<file path="config.mk">
export PLATFORM = sky130hd
export DESIGN_NAME = skht_ctrl
export DESIGN_NICKNAME = d
export VERILOG_FILES = /design/src/sv/skht_pkg.sv /design/src/sv/skht_ctrl.sv
export SDC_FILE = /design/constraint.sdc
export NUM_CORES = 1
export LEC_CHECK = 0
export ABC_AREA = 1
export BUFFER_PORTS_ARGS = -buffer_cell sky130_fd_sc_hd__buf_2
export CELL_PAD_IN_SITES_DETAIL_PLACEMENT = 1
export CELL_PAD_IN_SITES_GLOBAL_PLACEMENT = 1
export CORE_MARGIN = 2
export CORE_UTILIZATION = 32
export CTS_CLUSTER_DIAMETER = 150
export DETAILED_ROUTE_END_ITERATION = 12
export MAX_ROUTING_LAYER = met4
export PLACE_DENSITY_LB_ADDON = 0.1
export SLEW_MARGIN = 5
export SYNTH_ARGS = -nofsm -noshare
export SYNTH_HDL_FRONTEND = slang
export SYNTH_SLANG_ARGS = --single-unit
</file>
<file path="constraint.sdc">
create_clock -name aclk -period 3.7 [get_ports aclk]
set_input_delay 0.37 -clock aclk [delete_from_list [all_inputs] [get_ports aclk]]
set_output_delay 0.37 -clock aclk [all_outputs]
set_load 0.05 [all_outputs]
</file>
<file path="src/sv/skht_pkg.sv">
// shared types, constants and command/status bundles for the string key hash table
package skht_pkg;

    localparam int KEY_BYTES      = 8;
    localparam int TABLE_LOG2_MIN = 6;
    localparam int TABLE_LOG2_MAX = 10;
    localparam int START_LOG2     = 6;
    localparam int SLOT_W         = 10;
    localparam int SLOTS          = 1 << SLOT_W;
    localparam int COUNT_W        = SLOT_W + 1;
    localparam logic [31:0] HASH_MUL = 32'd2654435769;
    localparam int HASH_ROT       = 6;

    typedef enum logic [1:0] {
        OP_LOOKUP = 2'd0,
        OP_ADD    = 2'd1,
        OP_DELETE = 2'd2
    } op_t;

    typedef struct packed {
        logic [1:0]  action;
        logic [63:0] key_bytes;
        logic [3:0]  key_length;
        logic [3:0]  entry_type;
    } req_t;

    typedef struct packed {
        logic              found;
        logic [SLOT_W-1:0] slot;
        logic [3:0]        stored_type;
        logic              refused;
    } res_t;

    typedef struct packed {
        logic        mark;
        logic [3:0]  etype;
        logic [3:0]  len;
        logic [63:0] key;
    } ent_t;

    typedef enum logic [1:0] {
        ADDR_S,
        ADDR_IDX,
        ADDR_GAP
    } addr_sel_t;

    typedef enum logic [2:0] {
        WD_ZERO,
        WD_MARK,
        WD_RETYPE,
        WD_UNTYPE,
        WD_INSERT,
        WD_WK
    } wdata_sel_t;

    typedef enum logic [2:0] {
        FREE_HOLD,
        FREE_DEC,
        FREE_INC,
        FREE_GROW,
        FREE_SHRINK
    } free_op_t;

    typedef enum logic [1:0] {
        LOG2_HOLD,
        LOG2_GROW,
        LOG2_SHRINK
    } log2_op_t;

    typedef enum logic [2:0] {
        RK_MISS,
        RK_FOUND,
        RK_RETYPE,
        RK_INSERT,
        RK_REFUSE,
        RK_DELETED
    } res_kind_t;

    typedef struct packed {
        logic       take_beat;
        logic       wk_req;
        logic       wk_rd;
        logic       hash_start;
        logic       probe_init;
        logic       s_dec;
        logic       n_inc;
        logic       n_clr;
        logic       idx_inc;
        logic       idx_clr;
        logic       gap_load;
        logic       rd_en;
        addr_sel_t  rd_sel;
        logic       rd_other;
        logic       wr_en;
        addr_sel_t  wr_addr;
        wdata_sel_t wr_data;
        logic       wr_other;
        free_op_t   free_op;
        log2_op_t   log2_op;
        logic       bank_flip;
        logic       res_load;
        res_kind_t  res_kind;
        logic       out_load;
    } cmd_t;

    typedef struct packed {
        op_t  op;
        logic hash_done;
        logic rd_free;
        logic rd_match;
        logic rd_mark;
        logic n_last;
        logic n_full;
        logic idx_last;
        logic idx_old_last;
        logic free_zero;
        logic at_max;
        logic shrink;
        logic gap_stay;
        logic out_free;
    } status_t;

endpackage

</file>
<file path="src/sv/skht_ctrl.sv">
// sequencer for probe, insert, delete, gap closing, resize and clearing
module skht_ctrl (
    input  logic              aclk,
    input  logic              aresetn,
    input  logic              s_valid,
    output logic              s_ready,
    input  logic              cfg_wr_en,
    input  skht_pkg::status_t st,
    output skht_pkg::cmd_t    cmd
);
    import skht_pkg::*;

    typedef enum logic [4:0] {
        ST_CLEAR,
        ST_IDLE,
        ST_HASH,
        ST_PRD,
        ST_PEV,
        ST_POST,
        ST_RH_START,
        ST_RH_CLR,
        ST_RH_RD,
        ST_RH_CHK,
        ST_RH_NEXT,
        ST_RH_END,
        ST_GAP_CLR,
        ST_GAP_STEP,
        ST_GAP_RD,
        ST_GAP_EV,
        ST_GAP_HASH,
        ST_GAP_CMP,
        ST_FINISH
    } state_t;

    state_t state_reg, state_next;
    logic   in_rehash_reg, in_rehash_next;
    logic   grow_reg, grow_next;
    logic   hit_reg, hit_next;
    logic   pfree_reg, pfree_next;

    always_comb begin
        state_next     = state_reg;
        in_rehash_next = in_rehash_reg;
        grow_next      = grow_reg;
        hit_next       = hit_reg;
        pfree_next     = pfree_reg;
        cmd            = '0;
        s_ready        = 1'b0;
        case (state_reg)
            ST_CLEAR: begin
                cmd.wr_en   = 1'b1;
                cmd.wr_addr = ADDR_IDX;
                cmd.wr_data = WD_ZERO;
                if (st.idx_last) begin
                    cmd.idx_clr = 1'b1;
                    state_next  = ST_IDLE;
                end else begin
                    cmd.idx_inc = 1'b1;
                end
            end
            ST_IDLE: begin
                s_ready = !cfg_wr_en;
                if (s_valid && !cfg_wr_en) begin
                    cmd.take_beat  = 1'b1;
                    cmd.hash_start = 1'b1;
                    state_next     = ST_HASH;
                end
            end
            ST_HASH: begin
                if (st.hash_done) begin
                    cmd.probe_init = 1'b1;
                    state_next     = ST_PRD;
                end
            end
            ST_PRD: begin
                cmd.rd_en    = 1'b1;
                cmd.rd_sel   = ADDR_S;
                cmd.rd_other = in_rehash_reg;
                state_next   = ST_PEV;
            end
            ST_PEV: begin
                if (st.rd_free) begin
                    hit_next   = 1'b0;
                    pfree_next = 1'b1;
                    state_next = ST_POST;
                end else if (st.rd_match) begin
                    hit_next   = 1'b1;
                    pfree_next = 1'b0;
                    state_next = ST_POST;
                end else begin
                    if (st.op == OP_ADD || in_rehash_reg) begin
                        cmd.wr_en    = 1'b1;
                        cmd.wr_addr  = ADDR_S;
                        cmd.wr_data  = WD_MARK;
                        cmd.wr_other = in_rehash_reg;
                    end
                    if (st.n_last) begin
                        hit_next   = 1'b0;
                        pfree_next = 1'b0;
                        state_next = ST_POST;
                    end else begin
                        cmd.s_dec  = 1'b1;
                        cmd.n_inc  = 1'b1;
                        state_next = ST_PRD;
                    end
                end
            end
            ST_POST: begin
                if (in_rehash_reg) begin
                    if (pfree_reg) begin
                        cmd.wr_en    = 1'b1;
                        cmd.wr_addr  = ADDR_S;
                        cmd.wr_data  = WD_WK;
                        cmd.wr_other = 1'b1;
                    end
                    state_next = ST_RH_NEXT;
                end else begin
                    cmd.res_load = 1'b1;
                    state_next   = ST_FINISH;
                    case (st.op)
                        OP_ADD: begin
                            if (hit_reg) begin
                                cmd.wr_en    = 1'b1;
                                cmd.wr_addr  = ADDR_S;
                                cmd.wr_data  = WD_RETYPE;
                                cmd.res_kind = RK_RETYPE;
                            end else if (!pfree_reg) begin
                                cmd.res_kind = RK_REFUSE;
                            end else if (st.free_zero) begin
                                if (st.at_max) begin
                                    cmd.res_kind = RK_REFUSE;
                                end else begin
                                    cmd.res_load = 1'b0;
                                    cmd.free_op  = FREE_GROW;
                                    grow_next    = 1'b1;
                                    state_next   = ST_RH_START;
                                end
                            end else begin
                                cmd.free_op  = FREE_DEC;
                                cmd.wr_en    = 1'b1;
                                cmd.wr_addr  = ADDR_S;
                                cmd.wr_data  = WD_INSERT;
                                cmd.res_kind = RK_INSERT;
                            end
                        end
                        OP_DELETE: begin
                            if (!hit_reg) begin
                                cmd.res_kind = RK_MISS;
                            end else begin
                                cmd.res_kind = RK_DELETED;
                                if (st.shrink) begin
                                    cmd.free_op = FREE_SHRINK;
                                    cmd.wr_en   = 1'b1;
                                    cmd.wr_addr = ADDR_S;
                                    cmd.wr_data = WD_UNTYPE;
                                    grow_next   = 1'b0;
                                    state_next  = ST_RH_START;
                                end else if (st.rd_mark) begin
                                    cmd.free_op  = FREE_INC;
                                    cmd.gap_load = 1'b1;
                                    state_next   = ST_GAP_CLR;
                                end else begin
                                    cmd.free_op = FREE_INC;
                                    cmd.wr_en   = 1'b1;
                                    cmd.wr_addr = ADDR_S;
                                    cmd.wr_data = WD_UNTYPE;
                                end
                            end
                        end
                        default: begin
                            cmd.res_kind = hit_reg ? RK_FOUND : RK_MISS;
                        end
                    endcase
                end
            end
            ST_RH_START: begin
                cmd.log2_op    = grow_reg ? LOG2_GROW : LOG2_SHRINK;
                cmd.idx_clr    = 1'b1;
                in_rehash_next = 1'b1;
                state_next     = ST_RH_CLR;
            end
            ST_RH_CLR: begin
                cmd.wr_en    = 1'b1;
                cmd.wr_addr  = ADDR_IDX;
                cmd.wr_data  = WD_ZERO;
                cmd.wr_other = 1'b1;
                if (st.idx_last) begin
                    cmd.idx_clr = 1'b1;
                    state_next  = ST_RH_RD;
                end else begin
                    cmd.idx_inc = 1'b1;
                end
            end
            ST_RH_RD: begin
                cmd.rd_en  = 1'b1;
                cmd.rd_sel = ADDR_IDX;
                state_next = ST_RH_CHK;
            end
            ST_RH_CHK: begin
                if (st.rd_free) begin
                    state_next = ST_RH_NEXT;
                end else begin
                    cmd.wk_rd      = 1'b1;
                    cmd.hash_start = 1'b1;
                    state_next     = ST_HASH;
                end
            end
            ST_RH_NEXT: begin
                if (st.idx_old_last) begin
                    state_next = ST_RH_END;
                end else begin
                    cmd.idx_inc = 1'b1;
                    state_next  = ST_RH_RD;
                end
            end
            ST_RH_END: begin
                cmd.bank_flip  = 1'b1;
                in_rehash_next = 1'b0;
                if (st.op == OP_ADD) begin
                    cmd.wk_req     = 1'b1;
                    cmd.hash_start = 1'b1;
                    state_next     = ST_HASH;
                end else begin
                    state_next = ST_FINISH;
                end
            end
            ST_GAP_CLR: begin
                cmd.wr_en   = 1'b1;
                cmd.wr_addr = ADDR_GAP;
                cmd.wr_data = WD_ZERO;
                cmd.n_clr   = 1'b1;
                state_next  = ST_GAP_STEP;
            end
            ST_GAP_STEP: begin
                if (st.n_full) begin
                    state_next = ST_FINISH;
                end else begin
                    cmd.s_dec  = 1'b1;
                    state_next = ST_GAP_RD;
                end
            end
            ST_GAP_RD: begin
                cmd.rd_en  = 1'b1;
                cmd.rd_sel = ADDR_S;
                state_next = ST_GAP_EV;
            end
            ST_GAP_EV: begin
                if (st.rd_free) begin
                    state_next = ST_FINISH;
                end else begin
                    cmd.wk_rd      = 1'b1;
                    cmd.hash_start = 1'b1;
                    state_next     = ST_GAP_HASH;
                end
            end
            ST_GAP_HASH: begin
                if (st.hash_done) begin
                    state_next = ST_GAP_CMP;
                end
            end
            ST_GAP_CMP: begin
                if (st.gap_stay) begin
                    cmd.n_inc  = 1'b1;
                    state_next = ST_GAP_STEP;
                end else begin
                    cmd.wr_en    = 1'b1;
                    cmd.wr_addr  = ADDR_GAP;
                    cmd.wr_data  = WD_WK;
                    cmd.gap_load = 1'b1;
                    state_next   = ST_GAP_CLR;
                end
            end
            ST_FINISH: begin
                if (st.out_free) begin
                    cmd.out_load = 1'b1;
                    state_next   = ST_IDLE;
                end
            end
            default: state_next = ST_CLEAR;
        endcase
        // a register write empties the table
        if (cfg_wr_en) begin
            state_next     = ST_CLEAR;
            in_rehash_next = 1'b0;
        end
    end

    always_ff @(posedge aclk) begin
        if (!aresetn) begin
            state_reg     <= ST_CLEAR;
            in_rehash_reg <= 1'b0;
            grow_reg      <= 1'b0;
            hit_reg       <= 1'b0;
            pfree_reg     <= 1'b0;
        end else begin
            state_reg     <= state_next;
            in_rehash_reg <= in_rehash_next;
            grow_reg      <= grow_next;
            hit_reg       <= hit_next;
            pfree_reg     <= pfree_next;
        end
    end

    a_no_rd_wr: assert property (@(posedge aclk) disable iff (!aresetn)
        !(cmd.rd_en && cmd.wr_en))
        else $error("bank read and write issued together");

    a_eval_after_read: assert property (@(posedge aclk) disable iff (!aresetn)
        (state_reg == ST_PEV) |-> ($past(state_reg) == ST_PRD))
        else $error("probe evaluated without a read");

    a_rehash_busy: assert property (@(posedge aclk) disable iff (!aresetn)
        in_rehash_reg |-> (state_reg != ST_IDLE && state_reg != ST_FINISH))
        else $error("resize left unfinished");

endmodule
</file>
[Word-level counts from Yosys, hierarchy flattened]
Index checks and enable logic that the tools add are counted.
Storage, ports and cells
  word-level logic and storage cells: 167
  output and inout bits: 34
  bits in registers: 9
  bits of input ports: 19
Operators by class
  multiplexer cells: 114
  equality and inequality tests: 32
  bitwise logic cells: 2
  reductions and logical operators: 14
Operators with widths (number)
  case mux 5 bit (19 select lines): 1
  2-to-1 mux 5 bit: 18
  2-to-1 mux 6 bit: 8
  2-to-1 mux 1 bit: 43
  == test 5 x 4 -> 1 bit (second input constant): 8
  2-to-1 mux 3 bit: 10
  case mux 6 bit (5 select lines): 1
  2-to-1 mux 7 bit: 4
  2-to-1 mux 2 bit: 12
  != test 2 bit (second input constant): 12
  == test 5 x 3 -> 1 bit (second input constant): 4
  case mux 3 bit (2 select lines): 3
  == test 5 bit (second input constant): 3
  case mux 1 bit (2 select lines): 7
  2-to-1 mux 4 bit: 3
  case mux 6 bit (2 select lines): 1
  == test 5 x 2 -> 1 bit (second input constant): 2
  case mux 5 bit (2 select lines): 1
  AND reduction 9 bit: 1
  OR reduction 2 bit: 4
  case mux 1 bit (3 select lines): 2
  AND reduction 6 bit: 1
  == test 5 x 1 -> 1 bit (second input constant): 1
  zero test 5 bit: 1
  9 further kinds: 11

[Depth between registers and ports, before layout]
  depth after elaboration: 7
  mapped depth: 12
  depth with buffers taken out: 12

[Worst setup path after synthesis]
No wires, ideal clock.
  path type: flip-flop to output port
  start: reg state_reg[4]
  end: out cmd[11] in the netlist's numbering
  data required time: 3.330 ns
  stages on the path, launching flop included: 7
  arrival time: 2.584 ns
  path buffers: 1
  path slack: 0.746 ns
  cell sequence: dfxtp_1 -> buf_4 -> inv_4 -> nand3_4 -> inv_2 -> nand2_1 -> o311ai_0
RTL lines
  start, declared: RTL line skht_ctrl.sv:35  | state_t state_reg, state_next;
  start signal, assigned: RTL line skht_ctrl.sv:296  | state_reg <= state_next;
  end, declared: RTL line skht_ctrl.sv:9  | output skht_pkg::cmd_t cmd

==> results.json <==
{
  "cp_data_arrival_time_ns": 1.98,
  "fp.dieArea_um2": 4280,
  "holdBufCountCts": 0,
  "worst_slack_ns": 1.35,
  "dr.pass1.iters": 4,
  "dp_slack_ns": 1.52,
  "grt_overflow_total": 0,
  "routed_wl_mm": 4.40,
  "drive_gt1_frac": 0.265,
  "drc": 0,
  "synth.avg_cell_area_um2": 5.23,
  "die_y_um": 65.5,
  "critPathCaptureType": "primary output",
  "dp_hpwl_mm": 3.80,
  "vias": 1659,
  "status": "finished, final reports clean",
  "final-setup-viol-count": 0,
  "worst-path-max-fanout": 8,
  "clk_latency_ns": 0.23,
  "cts-root-buf": "clkbuf_8",
  "whs_path_depth": 3,
  "synth_edf_count": 0,
  "drv_slew": 0,
  "ir_drop_mv": 0.147,
  "required_ns": 3.33,
  "critPathKind": "reg -> out",
  "post-route-period-util": 0.635,
  "worst_hold_slack_ns": 0.419,
  "gr-usage-all-layers": 0.224,
  "dpl-instance-area_um2": 1500,
  "cts.sinks": 9,
  "detail-route-antenna-nets": 0,
  "cap_violations": 0,
  "largest_reg_flops": 5,
  "core_um2": 3630,
  "hold_viol_final": 0,
  "yosysWarnings": 0,
  "postSynthNetCount": 252,
  "pin_count": 53,
  "cts_tree": "yes",
  "final_nets": 305,
  "synth_top_flop_cell": "dfxtp_1",
  "postSynth.asyncResetShare": 0,
  "fin_cells": 331,
  "period_needed_ns": 2.35,
  "setup_tns_ns": 0,
  "placedCellCount": 327,
  "grt_pass1_vias": 1543,
  "drtIter0Drc": 93,
  "diodes": 0,
  "area_growth_pct": 28.2,
  "hold_path.startpoint": "aresetn",
  "htreeDepth": 1,
  "fin_skew_ns": 0.00110,
  "power.leakage_nw": 0.863,
  "r2r-end": "state_reg[3]",
  "grt_first_pass_wirelength_mm": 7.27,
  "cts_buffer_depth": 2,
  "cts_resized": 0,
  "cts_setup_buffers": 0,
  "r2r_start": "state_reg[4]",
  "clock.fmax_ghz": 0.426,
  "final_cell_area_um2": 1550,
  "synthCells": 231,
  "port_buffers": 51,
  "rows": 22,
  "min-delay-path-class": "in -> reg",
  "ys_types": 29,
  "min_to": "grow_reg",
  "synth-seq-area-share": 0.149,
  "synth_seq_cells": 9,
  "rsz0062_at_grt": "no",
  "vias_per_cell": 5.01,
  "grt_max_degree": 12,
  "reg2reg_slack_ns": 2.06,
  "antenna_found_initial": 0,
  "cts_buffers": 3,
  "start_kind": "flip-flop",
  "reg2regPathDepth": 9,
  "pwr_density_cell_nw_per_um2": 194,
  "dieWidth_um": 65.5,
  "initial_core_util": 0.333,
  "wl_per_cell_um": 13.3,
  "netlist_area_um2": 1210,
  "gp_congestion": 0.880,
  "path_clk_slew_ns": 0.05
}
per-stage QoR:
step,util,total power [mW]
6_report,0.426,0.301
5_1_grt,0.426,0.317
4_1_cts,0.426,0.303
3_5_place_dp,0.414,0.185
3_3_place_gp,0.414,0.184
2_1_floorplan,-,0.157
final cells by class:
type / instances / area [um2]
Fill cell: 566 / 2080
Tap cell: 48 / 60.1
Sequential cell: 9 / 180
Inverter: 43 / 164
Timing Repair Buffer: 51 / 255
Multi-Input combinational cell: 176 / 845
Clock buffer: 4 / 45.0
synthesized netlist by cell type, types with 2 or more instances:
cell type  number  area share
nor2_4          2       0.019
inv_2           7       0.022
o21ai_1         2      0.0083
a21oi_1        13       0.054
o211ai_1        2       0.012
nand2_1        56        0.17
dfxtp_1         9        0.15
nand4_1         5       0.026
nand3_1        20       0.083
o21ai_0        10       0.041
nor2_1         44        0.14
ha_1            2       0.021
nand2_2         4       0.021
nor2_2          4       0.021
buf_4           2       0.012
nor3_1          3       0.012
inv_1          34        0.11
layer usage:
metal	up-vias	share of wire	global-route usage
met3	7	0.053	0.0205
met2	51	0.42	0.337
li1	833	-	-
met1	768	0.51	0.320
met5	-	0	-
met4	0	0.014	0.0677
worst max-delay path by stage:
stage                            start      end  slack (ns)  cells past startpoint
after detailed placement        st[14]   cmd[1]        1.52                      8
final                     state_reg[4]  cmd[17]        1.35                      8
after global placement          st[14]   cmd[1]        1.55                      8
after global routing      state_reg[4]  cmd[17]        1.20                     10
after floorplan           state_reg[4]  cmd[11]        0.75                      6
after CTS                 state_reg[4]  cmd[17]        1.38                      8
worst max-delay path: stages (launching register included):
cell	delay (ns)
dfxtp_1	0.42
inv_4	0.15
nand3_4	0.12
nor2_4	0.16
nand2_2	0.14
nor2_4	0.15
o211ai_1	0.20
nand4_1	0.14
buf_2	0.26
cells in the final DEF, fill, tap and decap left out, drive strengths merged:
cell and n:
nor3 3, nand4 5, nand3b 1, ha 2
conb 1, o211ai 2, nor4 1, inv 42
a221oi 1, dfxtp 9, o311ai 1, a21oi 13
nor2 50, clkinv 1, or2 1, nand2 60
o31ai 1, nand3 21, o21ai 12, clkbuf 4
buf 51, a211oi 1
power by group:
part           switching (mW)  leakage, nW  internal (mW)
Combinational          0.0602        0.768         0.0234
Sequential            0.00161       0.0726         0.0982
Clock                  0.0418       0.0228         0.0753
cells by family after synthesis:
family	Yosys count	synth area share
and+or+nand+nor	142	0.528
AOI/OAI and AO/OA	31	0.147
other	1	0.00310
DFF	9	0.149
buffers and inverters	46	0.152
adders and majority gates	2	0.0207
(Power assumes the default switching activity.)
